[src/rtl/assert_macros.svh]
// Assertion helpers shared by the RTL. Each use stands on a line of its own.
`ifndef ASSERT_MACROS_SVH
`define ASSERT_MACROS_SVH

// Same-cycle implication, checked on every rising clk edge outside reset.
`define PDS_ASSERT_NOW(lbl, ante, cons, msg) \
	lbl: assert property (@(posedge clk) disable iff (!arst_n) (ante) |-> (cons)) \
		else $error(msg);

// Next-cycle implication.
`define PDS_ASSERT_NEXT(lbl, ante, cons, msg) \
	lbl: assert property (@(posedge clk) disable iff (!arst_n) (ante) |=> (cons)) \
		else $error(msg);

`endif

[src/rtl/pds_pkg.sv]
`timescale 1ns / 1ps
// ----------------------------------------------------------------------------
// pds_pkg
// Shared constants, codes and controller/datapath types of the polyline
// distance sampler.
// ----------------------------------------------------------------------------
package pds_pkg;

	localparam int MAX_POINTS = 256;
	localparam int FRAC_BITS  = 16;

	localparam int IDX_W   = $clog2(MAX_POINTS);
	localparam int CNT_W   = IDX_W + 1;
	localparam int COORD_W = 32;
	localparam int DIFF_W  = COORD_W + 1;
	localparam int LEN_W   = 33;
	localparam int RL_W    = 40;
	localparam int REL_W   = RL_W + 2;
	localparam int SQ_W    = 66;
	localparam int SPLIT   = 17;
	localparam int SQP_W   = DIFF_W + SPLIT;
	localparam int SREM_W  = LEN_W + 3;
	localparam int DIR_W   = 18;
	localparam int Q_W     = FRAC_BITS + 1;
	localparam int NUM_W   = LEN_W + Q_W;
	localparam int STEP_W  = 6;
	localparam int SQ_STEPS   = 6;
	localparam int SQRT_STEPS = SQ_W / 2;
	localparam int POS_STEPS  = 3;

	localparam logic [1:0] OP_CLEAR  = 2'd0;
	localparam logic [1:0] OP_APPEND = 2'd1;
	localparam logic [1:0] OP_QUERY  = 2'd2;

	localparam logic [1:0] ST_DONE  = 2'd0;
	localparam logic [1:0] ST_FULL  = 2'd1;
	localparam logic [1:0] ST_SHORT = 2'd2;

	localparam logic [1:0] RES_ZERO  = 2'd0;
	localparam logic [1:0] RES_FULL  = 2'd1;
	localparam logic [1:0] RES_SHORT = 2'd2;
	localparam logic [1:0] RES_QUERY = 2'd3;

	typedef struct packed {
		logic       load_in;
		logic       clr_count;
		logic       app_write;
		logic       sq_step;
		logic       sqrt_init;
		logic       sqrt_step;
		logic       srch_init;
		logic       srch_rd;
		logic       srch_cmp;
		logic       rd_b;
		logic       cap_b;
		logic       div_load;
		logic       div_step;
		logic       div_store;
		logic       pos_step;
		logic       step_clr;
		logic       res_load;
		logic [1:0] res_kind;
	} cmd_t;

	typedef struct packed {
		logic [1:0]       op;
		logic [CNT_W-1:0] count;
		logic             cnt_zero;
		logic             cnt_lt2;
		logic             cnt_full;
		logic             sq_last;
		logic             sqrt_last;
		logic             srch_stop;
		logic             div_last;
		logic             job_last;
		logic             pos_last;
	} stat_t;

endpackage

[src/rtl/pds_ctrl.sv]
`timescale 1ns / 1ps
// ----------------------------------------------------------------------------
// pds_ctrl
// Sequencer of the sampler: dispatches items, steps the datapath units and
// owns the result valid flag.
// ----------------------------------------------------------------------------
module pds_ctrl (
	input  logic           clk,
	input  logic           arst_n,
	input  logic           in_valid,
	output logic           in_ready,
	output logic           out_valid,
	input  logic           out_ready,
	input  pds_pkg::stat_t stat,
	output pds_pkg::cmd_t  cmd
);

	localparam logic [3:0] S_IDLE = 4'd0;
	localparam logic [3:0] S_DISP = 4'd1;
	localparam logic [3:0] S_SQ   = 4'd2;
	localparam logic [3:0] S_SQI  = 4'd3;
	localparam logic [3:0] S_SQRT = 4'd4;
	localparam logic [3:0] S_WR   = 4'd5;
	localparam logic [3:0] S_SRD  = 4'd6;
	localparam logic [3:0] S_SCMP = 4'd7;
	localparam logic [3:0] S_RDA  = 4'd8;
	localparam logic [3:0] S_RDB  = 4'd9;
	localparam logic [3:0] S_CAPB = 4'd10;
	localparam logic [3:0] S_DLD  = 4'd11;
	localparam logic [3:0] S_DRUN = 4'd12;
	localparam logic [3:0] S_DST  = 4'd13;
	localparam logic [3:0] S_POS  = 4'd14;
	localparam logic [3:0] S_FIN  = 4'd15;

	logic [3:0] state_q, state_d;
	logic [1:0] kind_q, kind_d;
	logic       out_valid_q;

	always_comb begin
		state_d = state_q;
		kind_d  = kind_q;
		cmd     = '0;
		cmd.res_kind = kind_q;
		in_ready = 1'b0;
		unique case (state_q)
			S_IDLE: begin
				in_ready = 1'b1;
				if (in_valid) begin
					cmd.load_in = 1'b1;
					state_d = S_DISP;
				end
			end
			S_DISP: begin
				state_d = S_FIN;
				kind_d  = pds_pkg::RES_ZERO;
				case (stat.op)
					pds_pkg::OP_CLEAR: cmd.clr_count = 1'b1;
					pds_pkg::OP_APPEND: begin
						if (stat.cnt_full) begin
							kind_d = pds_pkg::RES_FULL;
						end else if (stat.cnt_zero) begin
							state_d = S_WR;
						end else begin
							cmd.step_clr = 1'b1;
							state_d = S_SQ;
						end
					end
					pds_pkg::OP_QUERY: begin
						if (stat.cnt_lt2) begin
							kind_d = pds_pkg::RES_SHORT;
						end else begin
							cmd.srch_init = 1'b1;
							kind_d  = pds_pkg::RES_QUERY;
							state_d = S_SRD;
						end
					end
					default: ;
				endcase
			end
			S_SQ: begin
				cmd.sq_step = 1'b1;
				if (stat.sq_last) begin
					state_d = S_SQI;
				end
			end
			S_SQI: begin
				cmd.sqrt_init = 1'b1;
				state_d = S_SQRT;
			end
			S_SQRT: begin
				cmd.sqrt_step = 1'b1;
				if (stat.sqrt_last) begin
					state_d = S_WR;
				end
			end
			S_WR: begin
				cmd.app_write = 1'b1;
				state_d = S_FIN;
			end
			S_SRD: begin
				cmd.srch_rd = 1'b1;
				state_d = S_SCMP;
			end
			S_SCMP: begin
				cmd.srch_cmp = 1'b1;
				state_d = stat.srch_stop ? S_RDA : S_SRD;
			end
			S_RDA: state_d = S_RDB;
			S_RDB: begin
				cmd.rd_b = 1'b1;
				state_d = S_CAPB;
			end
			S_CAPB: begin
				cmd.cap_b = 1'b1;
				state_d = S_DLD;
			end
			S_DLD: begin
				cmd.div_load = 1'b1;
				state_d = S_DRUN;
			end
			S_DRUN: begin
				cmd.div_step = 1'b1;
				if (stat.div_last) begin
					state_d = S_DST;
				end
			end
			S_DST: begin
				cmd.div_store = 1'b1;
				if (stat.job_last) begin
					cmd.step_clr = 1'b1;
					state_d = S_POS;
				end else begin
					state_d = S_DLD;
				end
			end
			S_POS: begin
				cmd.pos_step = 1'b1;
				if (stat.pos_last) begin
					state_d = S_FIN;
				end
			end
			S_FIN: begin
				if (!out_valid_q || out_ready) begin
					cmd.res_load = 1'b1;
					state_d = S_IDLE;
				end
			end
			default: state_d = S_IDLE;
		endcase
	end

	always_ff @(posedge clk or negedge arst_n) begin
		if (!arst_n) begin
			state_q     <= S_IDLE;
			kind_q      <= pds_pkg::RES_ZERO;
			out_valid_q <= 1'b0;
		end else begin
			state_q <= state_d;
			kind_q  <= kind_d;
			if (cmd.res_load) begin
				out_valid_q <= 1'b1;
			end else if (out_ready) begin
				out_valid_q <= 1'b0;
			end
		end
	end

	assign out_valid = out_valid_q;

endmodule

[config.mk]
export PLATFORM = sky130hd
export DESIGN_NAME = pds_ctrl
export DESIGN_NICKNAME = d
export VERILOG_FILES = /design/src/rtl/assert_macros.svh /design/src/rtl/pds_pkg.sv /design/src/rtl/pds_ctrl.sv
export SDC_FILE = /design/constraint.sdc
export NUM_CORES = 1
export LEC_CHECK = 0
export BUFFER_PORTS_ARGS = -buffer_cell sky130_fd_sc_hd__clkbuf_2
export CORE_AREA = 3 3 41 51
export CTS_BUF_LIST = sky130_fd_sc_hd__clkbuf_4 sky130_fd_sc_hd__clkbuf_8 sky130_fd_sc_hd__clkbuf_16
export CTS_CLUSTER_DIAMETER = 50
export CTS_CLUSTER_SIZE = 24
export DETAILED_ROUTE_END_ITERATION = 6
export DIE_AREA = 0 0 44 54
export PLACE_DENSITY_LB_ADDON = 0.2
export SKIP_CTS_REPAIR_TIMING = 1
export SLEW_MARGIN = 10
export SYNTH_ARGS = -nofsm -noshare
export SYNTH_HDL_FRONTEND = slang
export SYNTH_SLANG_ARGS = --single-unit
[constraint.sdc]
create_clock -name clk -period 4.32 [get_ports clk]
set_input_delay 0.648 -clock clk [delete_from_list [all_inputs] [get_ports clk]]
set_output_delay 0.648 -clock clk [all_outputs]
set_load 0.005 [all_outputs]
==> summary.md, run 1 <==
| Metric | Value |
|---|---|
| CTS tree | done |
| Drt wl/cell | 12.0 um |
| Power Total | roughly 540 uW |
| Leakage power | about 0.47 nW |
| Worst-path fanout max | 17 |
| RSZ-0062 raised after global routing | false |
| Largest net degree at the start of global routing | 18 |
| Post-place instance area | around 890 um^2 |
| RR Endpoint | state_q[2] |
| Max-slew violation count | 0 |
| Synth Area in XOR/XNOR | 0 |
| Design Area, Final | roughly 920 um^2 |
| R2r startpoint | state_q[1] |
| Register area share after synthesis | 0.241 |
| Final setup TNS | 0 ns |
| Tcrit/Tclk final | 0.550 |
| Fin nets | 155 |
| Total of max-cap violations | 0 |
| First drt pass iteration count | 4 |
| Clock sinks | 7 |
| Vias in the first global route | between 700 and 800 |
| Total CTS buffers | 3 |
| Die X-Extent | between 40 and 50 um |
| Gp weighted congestion | a little under 0.8 |
| I/O pin count | between 40 and 50 |
| Distinct cells, synth | 37 |
| Layout area overhead | 26.3% |
| Post-DRT Antenna Nets | 0 |
| Fin Clk Skew | around 0.0024 ns |
| Met2 global-route usage | 0.301 |
| Hold Violations, Final | 0 |
| Fillers | roughly 170 |
| Startpoint Class | flop |
| Gr usage total | 0.162 |
| Area of the multi-input gates | ~490 um^2 |
| Status | completed |
| Synth Cell Area | between 700 and 800 um^2 |
| Initial antenna violation count | 0 |
| Storage cell area | between 150 and 200 um^2 |
| Ratio of cells with drive above 1 in the final layout | 0.384 |
| HPWL Detailed | about 1400 um |
| Die Y | between 50 and 60 um |
| Row count | 16 |
| Pwr dens | between 500 and 600 nW/um^2 |
| Synth Area in Simple Gates | 0.310 |
| YS warnings | 0 |
| Worst-skew pair later-pin latency | 0.24 ns |
| Critical Path Sink Type | primary output |
| Cell count after synthesis | ~90 |
| Largest family of logic cells by synthesized area | simple AND/OR/NAND/NOR gates |
| R2R cell count | 4 |
| Post-synthesis mux area share | 0.0155 |
| # diodes | 0 |
| Vias/cell | ~5.4 |
| Top Usage Layer GRT | met2 |
| Reg2reg setup slack | about 2.6 ns |
| Syn_area_per_cell | ~8 um^2 |
| Port Buffers | 35 |
| Hold crit path type | in2async |
| Synth Register Bits | 7 |
| CORE AREA | approximately 1600 um^2 |
| Global-route wire length before repair | 2930 um |
| Complex-gate fraction of the synthesized area | 0.262 |
| WP data arrival | between 1.5 and 2 ns |
| Measured slew at the worst slew-check pin | 0.513 ns |
| DRC | 0 |
| Crit Path Category | reg2out |
| Overflow after GRT | 0 |
| CP Data Required Time | approximately 3.7 ns |
| Worst-path clk slew | about 0.050 ns |
| Fin util | 0.559 |
| Drt initial violations | 10 |
| M3 GR Usage | 0.0268 |
| Synth Net Count | 120 |
| Endpoints failing setup | 0 |
| Adder-cell share of the synthesized area | 0.0861 |
| Vias | about 770 |
| Worst IR Drop VDD | approximately 0.00036 V |
| CTS max path bufs | 2 |
| Slew HR | 0.658 |
| Met1 usage in global routing | 0.183 |
| H-tree levels | 1 |
| Die area | roughly 2400 um^2 |
| Initial core utilization | 0.443 |
| Routed WL | between 1500 and 2000 um |
| Clock root cell | clkbuf_4 |
| Fmax | ~420 MHz |
| Fin crit period | 2.37 ns |
layout make-up:
type,count,share of cell area
sequential,7,0.191
tap,18,0.0245
clock buffer,4,0.0327
multi-input combinational,72,0.533
inverter,7,0.0286
timing repair buffer,35,0.191
cells by family after synthesis:
kind of cell             Yosys count
AND/OR/NAND/NOR                   45
AO/OA/AOI/OAI                     21
buffers and inverters             12
flip-flops                         7
adder cells (fa/ha/maj)            5
multiplexers                       1
critical path, stage by stage, from the launching register on:
cell and delay, ns:
dfrtp_1 0.56, nand2b_2 0.34, nor2_2 0.28, a32o_1 0.20, clkbuf_2 0.10
Yosys cell counts:
master	instances	share of area
a31oi_1	1	0.0086
a211o_1	1	0.012
o221ai_1	1	0.012
a221oi_2	1	0.021
or2_1	1	0.0086
a2111oi_2	2	0.041
nand2_1	9	0.046
a21o_1	1	0.010
nand4b_1	1	0.012
and2_1	3	0.026
nand2b_2	2	0.024
nand3_1	2	0.014
inv_1	6	0.031
nor2_2	1	0.0086
nor3_1	4	0.028
inv_2	1	0.0052
nor2_1	14	0.072
a21oi_1	4	0.028
nor4_1	1	0.0086
o21ai_0	3	0.021
o22ai_1	1	0.0086
buf_4	2	0.021
a21oi_2	1	0.012
dfrtp_1	7	0.24
nand2b_1	3	0.026
a41o_1	1	0.014
a32o_1	1	0.014
o21ai_1	1	0.0069
a2111o_1	1	0.015
and2b_1	1	0.010
ha_1	5	0.086
buf_2	2	0.014
nor2b_1	1	0.0086
nand4_1	2	0.017
mux2_1	1	0.015
buf_6	1	0.015
a2111oi_4	1	0.038
placed cells by master, fill, tap and decap left out, drive strengths merged, types with 2 or more instances in the layout:
cell     instances
nand4            2
ha               5
and2             3
clkbuf          39
o21ai            4
a2111oi          3
nor3             4
inv              7
nand3            2
dfrtp            7
nor2            15
nand2            9
nand2b           5
a21oi            5
registers in the layout, summed over array words and instances, names as in the netlist:
name,flops
state_q,4
kind_q,2
out_valid,1
metrics by stage:
step | setup WS (ns) | std cells | hold slack [ns]
finish | 1.95 | 143 | 0.227
global route | 1.78 | 143 | 0.227
CTS | 1.93 | 143 | 0.221
detailed placement | 2.14 | 139 | 0.482
global placement | 2.16 | 139 | 0.479
floorplan | 2.44 | 91 | 0.352
report_power, final:
group | internal, mW | switching [mW]
logic | 0.140 | 0.164
registers | 0.0960 | 0.0759
clock network | 0.0413 | 0.0207
total | 0.277 | 0.260
per-layer routing:
layer	part of all wire	vias to the layer above	wire length, um
li1	-	391	-
met1	0.41	358	708
met2	0.52	23	900
met3	0.062	0	107
met4	0	0	0
met5	0	-	0
how the worst max path moves through the flow:
stage,from,endpoint,cells after the start
global placement,stat[18],cmd[12],6
detailed placement,stat[18],cmd[12],6
CTS,state_q[1],cmd[3],4
global route,state_q[1],cmd[3],4
floorplan,stat[18],cmd[12],4
finish,state_q[1],cmd[3],4
Power figures use the tool's default switching activity.
==> run 2, diff against run 1 <==
--- a/config.mk
+++ b/config.mk
@@ -5,13 +5,14 @@
 export SDC_FILE = /design/constraint.sdc
 export NUM_CORES = 1
 export LEC_CHECK = 0
+export ABC_AREA = 1
 export BUFFER_PORTS_ARGS = -buffer_cell sky130_fd_sc_hd__clkbuf_2
-export CORE_AREA = 3 3 41 51
+export CORE_AREA = 3 3 45 55
 export CTS_BUF_LIST = sky130_fd_sc_hd__clkbuf_4 sky130_fd_sc_hd__clkbuf_8 sky130_fd_sc_hd__clkbuf_16
 export CTS_CLUSTER_DIAMETER = 50
 export CTS_CLUSTER_SIZE = 24
 export DETAILED_ROUTE_END_ITERATION = 6
-export DIE_AREA = 0 0 44 54
+export DIE_AREA = 0 0 48 58
 export PLACE_DENSITY_LB_ADDON = 0.2
 export SKIP_CTS_REPAIR_TIMING = 1
 export SLEW_MARGIN = 10
==> constraint.sdc (replaced) <==
create_clock -name clk -period 2.1 [get_ports clk]
set_input_delay 0.315 -clock clk [delete_from_list [all_inputs] [get_ports clk]]
set_output_delay 0.315 -clock clk [all_outputs]
set_load 0.005 [all_outputs]
==> run 2 against run 1 <==
Via count increased by 19%; power grew 120%; worst hold slack better by 0.063 ns; design area increased by 10%; synthesized cell count is 58% higher; clock power grew 95%; final cell count rose by 43%; wire length up 20%; critical path depth grew 2; largest power group unchanged.
==> summary.md, run 2 <==
| Metric | Value |
|---|---|
| Status | completed |
| Synth Register Bits | 7 (unchanged) |
| Most frequent cells after synthesis | nand2_1 (50), nor2_1 (31), inv_1 (23), dfrtp_1 (7), nand3_1 (7) |
| Overflow after GRT | 0 (unchanged) |
| Pwr dens | 1180 nW/um^2 (+100%) |
| Crit Path Category | reg2out |
| Drt wl/cell | 10.1 um (-16%) |
| Tcrit/Tclk final | 0.870 |
| Fin crit period | approximately 1.8 ns |
| Drt initial violations | 9 (-1) |
| Power Total | 1.20 mW (+120%) |
| Synth top area share | 0.243 (+0.00175) |
| # diodes | 0 (unchanged) |
| Register area share after synthesis | 0.227 (-0.0144) |
| Synth Net Count | 173 (+44%) |
| Worst IR Drop VDD | 0.000733 V (+100%) |
| First drt pass iteration count | 4 (unchanged) |
| Largest net degree at the start of global routing | 8 (-10) |
| Worst-skew pair later-pin latency | 0.25 ns (about the same) |
| Gp weighted congestion | 0.847 (+7.0%) |
| Die X-Extent | 48 um (+9.1%) |
| Fillers | 232 (+33%) |
| Fin Clk Skew | 0.00548 ns (+0.00311 ns) |
| Vias/cell | 4.50 (-17%) |
| YS warnings | 0 (unchanged) |
| Global-route wire length before repair | 3450 um (+18%) |
| Pre-CTS setup slack | 0.477 ns (-1.67 ns) |
| Die area | 2780 um^2 (+17%) |
| Fin util | 0.500 (-0.0595) |
| Worst-path clk slew | 0.06 ns (about the same) |
| Post-DRT Antenna Nets | 0 (unchanged) |
| CP Data Required Time | 1.78 ns (-1.89 ns) |
| Hold Violations, Final | 0 (unchanged) |
| Ys flop type | dfrtp_1 |
| RSZ-0062 raised after global routing | false |
| Max FFs per register | 4 (unchanged) |
| Routed WL | 2060 um (+20%) |
| Max-slew violation count | 0 (unchanged) |
| Vias in the first global route | 846 (+21%) |
| Layout area overhead | 31.1% |
| Commonest cells after routing, fill and taps aside | nand2_1 (50), clkbuf_2 (35), nor2_1 (30) |
| CTS max path bufs | 2 (unchanged) |
| Initial antenna violation count | 0 (unchanged) |
| Area contributors post-synth | nand2_1 (24%), dfrtp_1 (23%), nor2_1 (15%) |
| Worst-path fanout max | 7 (-10) |
| Endpoints failing setup | 0 (unchanged) |
| HPWL Detailed | 1860 um (+31%) |
| Die Y | 58 um (+7.4%) |
| Synth area leader | nand2_1 |
| Hold_ws | 0.291 ns (+0.0633 ns) |
| WP data arrival | 1.51 ns (-0.22 ns) |
| Slew HR | 0.757 (+0.0989) |
| Gr usage total | 0.166 (+0.00395) |
| Storage cell area | 175 um^2 (unchanged) |
| Top-count cell post-synth | nand2_1 |
| Measured slew at the worst slew-check pin | 0.364 ns (-0.150 ns) |
| Fmax | roughly 550 MHz |
| I/O pin count | 45 (unchanged) |
| CORE AREA | 2030 um^2 (+23%) |
| Row count | 18 (+2) |
| Post-synth EDFFs | 0 (unchanged) |
| Critical Path Sink Type | primary output |
| Total of max-cap violations | 0 (unchanged) |
| Initial core utilization | 0.381 (-0.0614) |
| CTS tree | done |
| Syn_area_per_cell | 5.37 um^2 (-33%) |
| Clock root cell | clkbuf_4 |
| Synth Cell Area | 773 um^2 (+6.4%) |
| Ratio of cells with drive above 1 in the final layout | 0.266 (-0.118) |
| DRC | 0 (unchanged) |
| Leakage power | 0.671 nW (+42%) |
| Port Buffers | 35 (unchanged) |
| Area of the multi-input gates | 495 um^2 (+1.3%) |
| FFs w/ async S/R, synth | 1.00 (unchanged) |
| Startpoint Class | flop |
| Final setup TNS | 0 ns (unchanged) |
| Cell count after synthesis | 144 (+58%) |
| Fin nets | 214 (+38%) |
| Hold crit path type | in2reg |
| Distinct cells, synth | 15 (-59%) |
| Clock sinks | 7 (unchanged) |
| Final Worst Setup Slack | 0.274 ns (-1.67 ns) |
| Total CTS buffers | 3 (unchanged) |
| Top reg by flops | state_q |
| H-tree levels | 1 (unchanged) |
| Commonest non-fill, non-tap cell in the layout | nand2_1 |
| Vias | 919 (+19%) |
## run 2: cell count changes in the layout (fill, tap and decap cells not counted), sizes merged, moves of 2 or more
cell     delta
a2111oi     -3
and2        -3
nand4       -2
nand2b      -5
nor3        -3
nor2       +19
nand3       +5
clkinv      +2
inv        +20
o21ai       +2
nand2      +42
## run 2: worst paths after layout
check / start / endpoint / slack (ns) / cells past startpoint
setup / recovery: state_q[1] / cmd[12] / 0.27 / 6
hold reg to reg: kind_q[0] / kind_q[0] / 0.49 / 2
hold / removal: out_ready / out_valid / 0.29 / 2
min in group asynchronous: arst_n / state_q[2] / 0.41 / 2
setup reg to reg: state_q[2] / state_q[2] / 0.65 / 9
max in group asynchronous: arst_n / state_q[3] / 1.53 / 2
## run 2: area by class of cell
class	count	share of cell area
Multi-Input combinational cell	109	0.489
Timing Repair Buffer	36	0.183
Sequential cell	7	0.173
Inverter	28	0.104
Tap cell	20	0.0247
Clock buffer	3	0.0222
Clock inverter	1	0.00494
## run 2: critical path, cell delays in order (launching register included)
cell and delay (ns):
dfrtp_1 0.46, nor2_2 0.20, nand2_1 0.20, inv_2 0.12, nand2_1 0.07, nor2_1 0.09, clkbuf_2 0.11
## run 2: through the flow
step                      cells  cell area (um^2)
final                       204              1010
after global routing        204              1010
after CTS                   203              1000
after detailed placement    199               973
after global placement      199               973
after floorplan             144               773
## run 2: report_power, final
| part | leakage [nW] | switching, mW | internal [mW] |
|---|---|---|---|
| logic | 0.565 | 0.510 | 0.285 |
| registers | 0.0879 | 0.0805 | 0.204 |
| clock network | 0.0177 | 0.0517 | 0.0696 |
| total | 0.671 | 0.642 | 0.559 |
## run 2: logic make-up (layout without fill, tap and decap cells)
| group | Yosys count | count (layout) | synth area share |
|---|---|---|---|
| and+or+nand+nor | 93 | 93 | 0.477 |
| adders and majority gates | 5 | 5 | 0.0809 |
| buffers and inverters | 28 | 68 | 0.136 |
| AOI/OAI and AO/OA | 11 | 11 | 0.0793 |
| DFF | 7 | 7 | 0.227 |
## run 2: metal layers
metal  part of all wire  vias up  GRT usage
met4                  0        0     0.0346
met2               0.53       25      0.291
met3              0.051        0     0.0186
met5                  0        -          0
met1               0.42      384      0.209
li1                   -      510          -
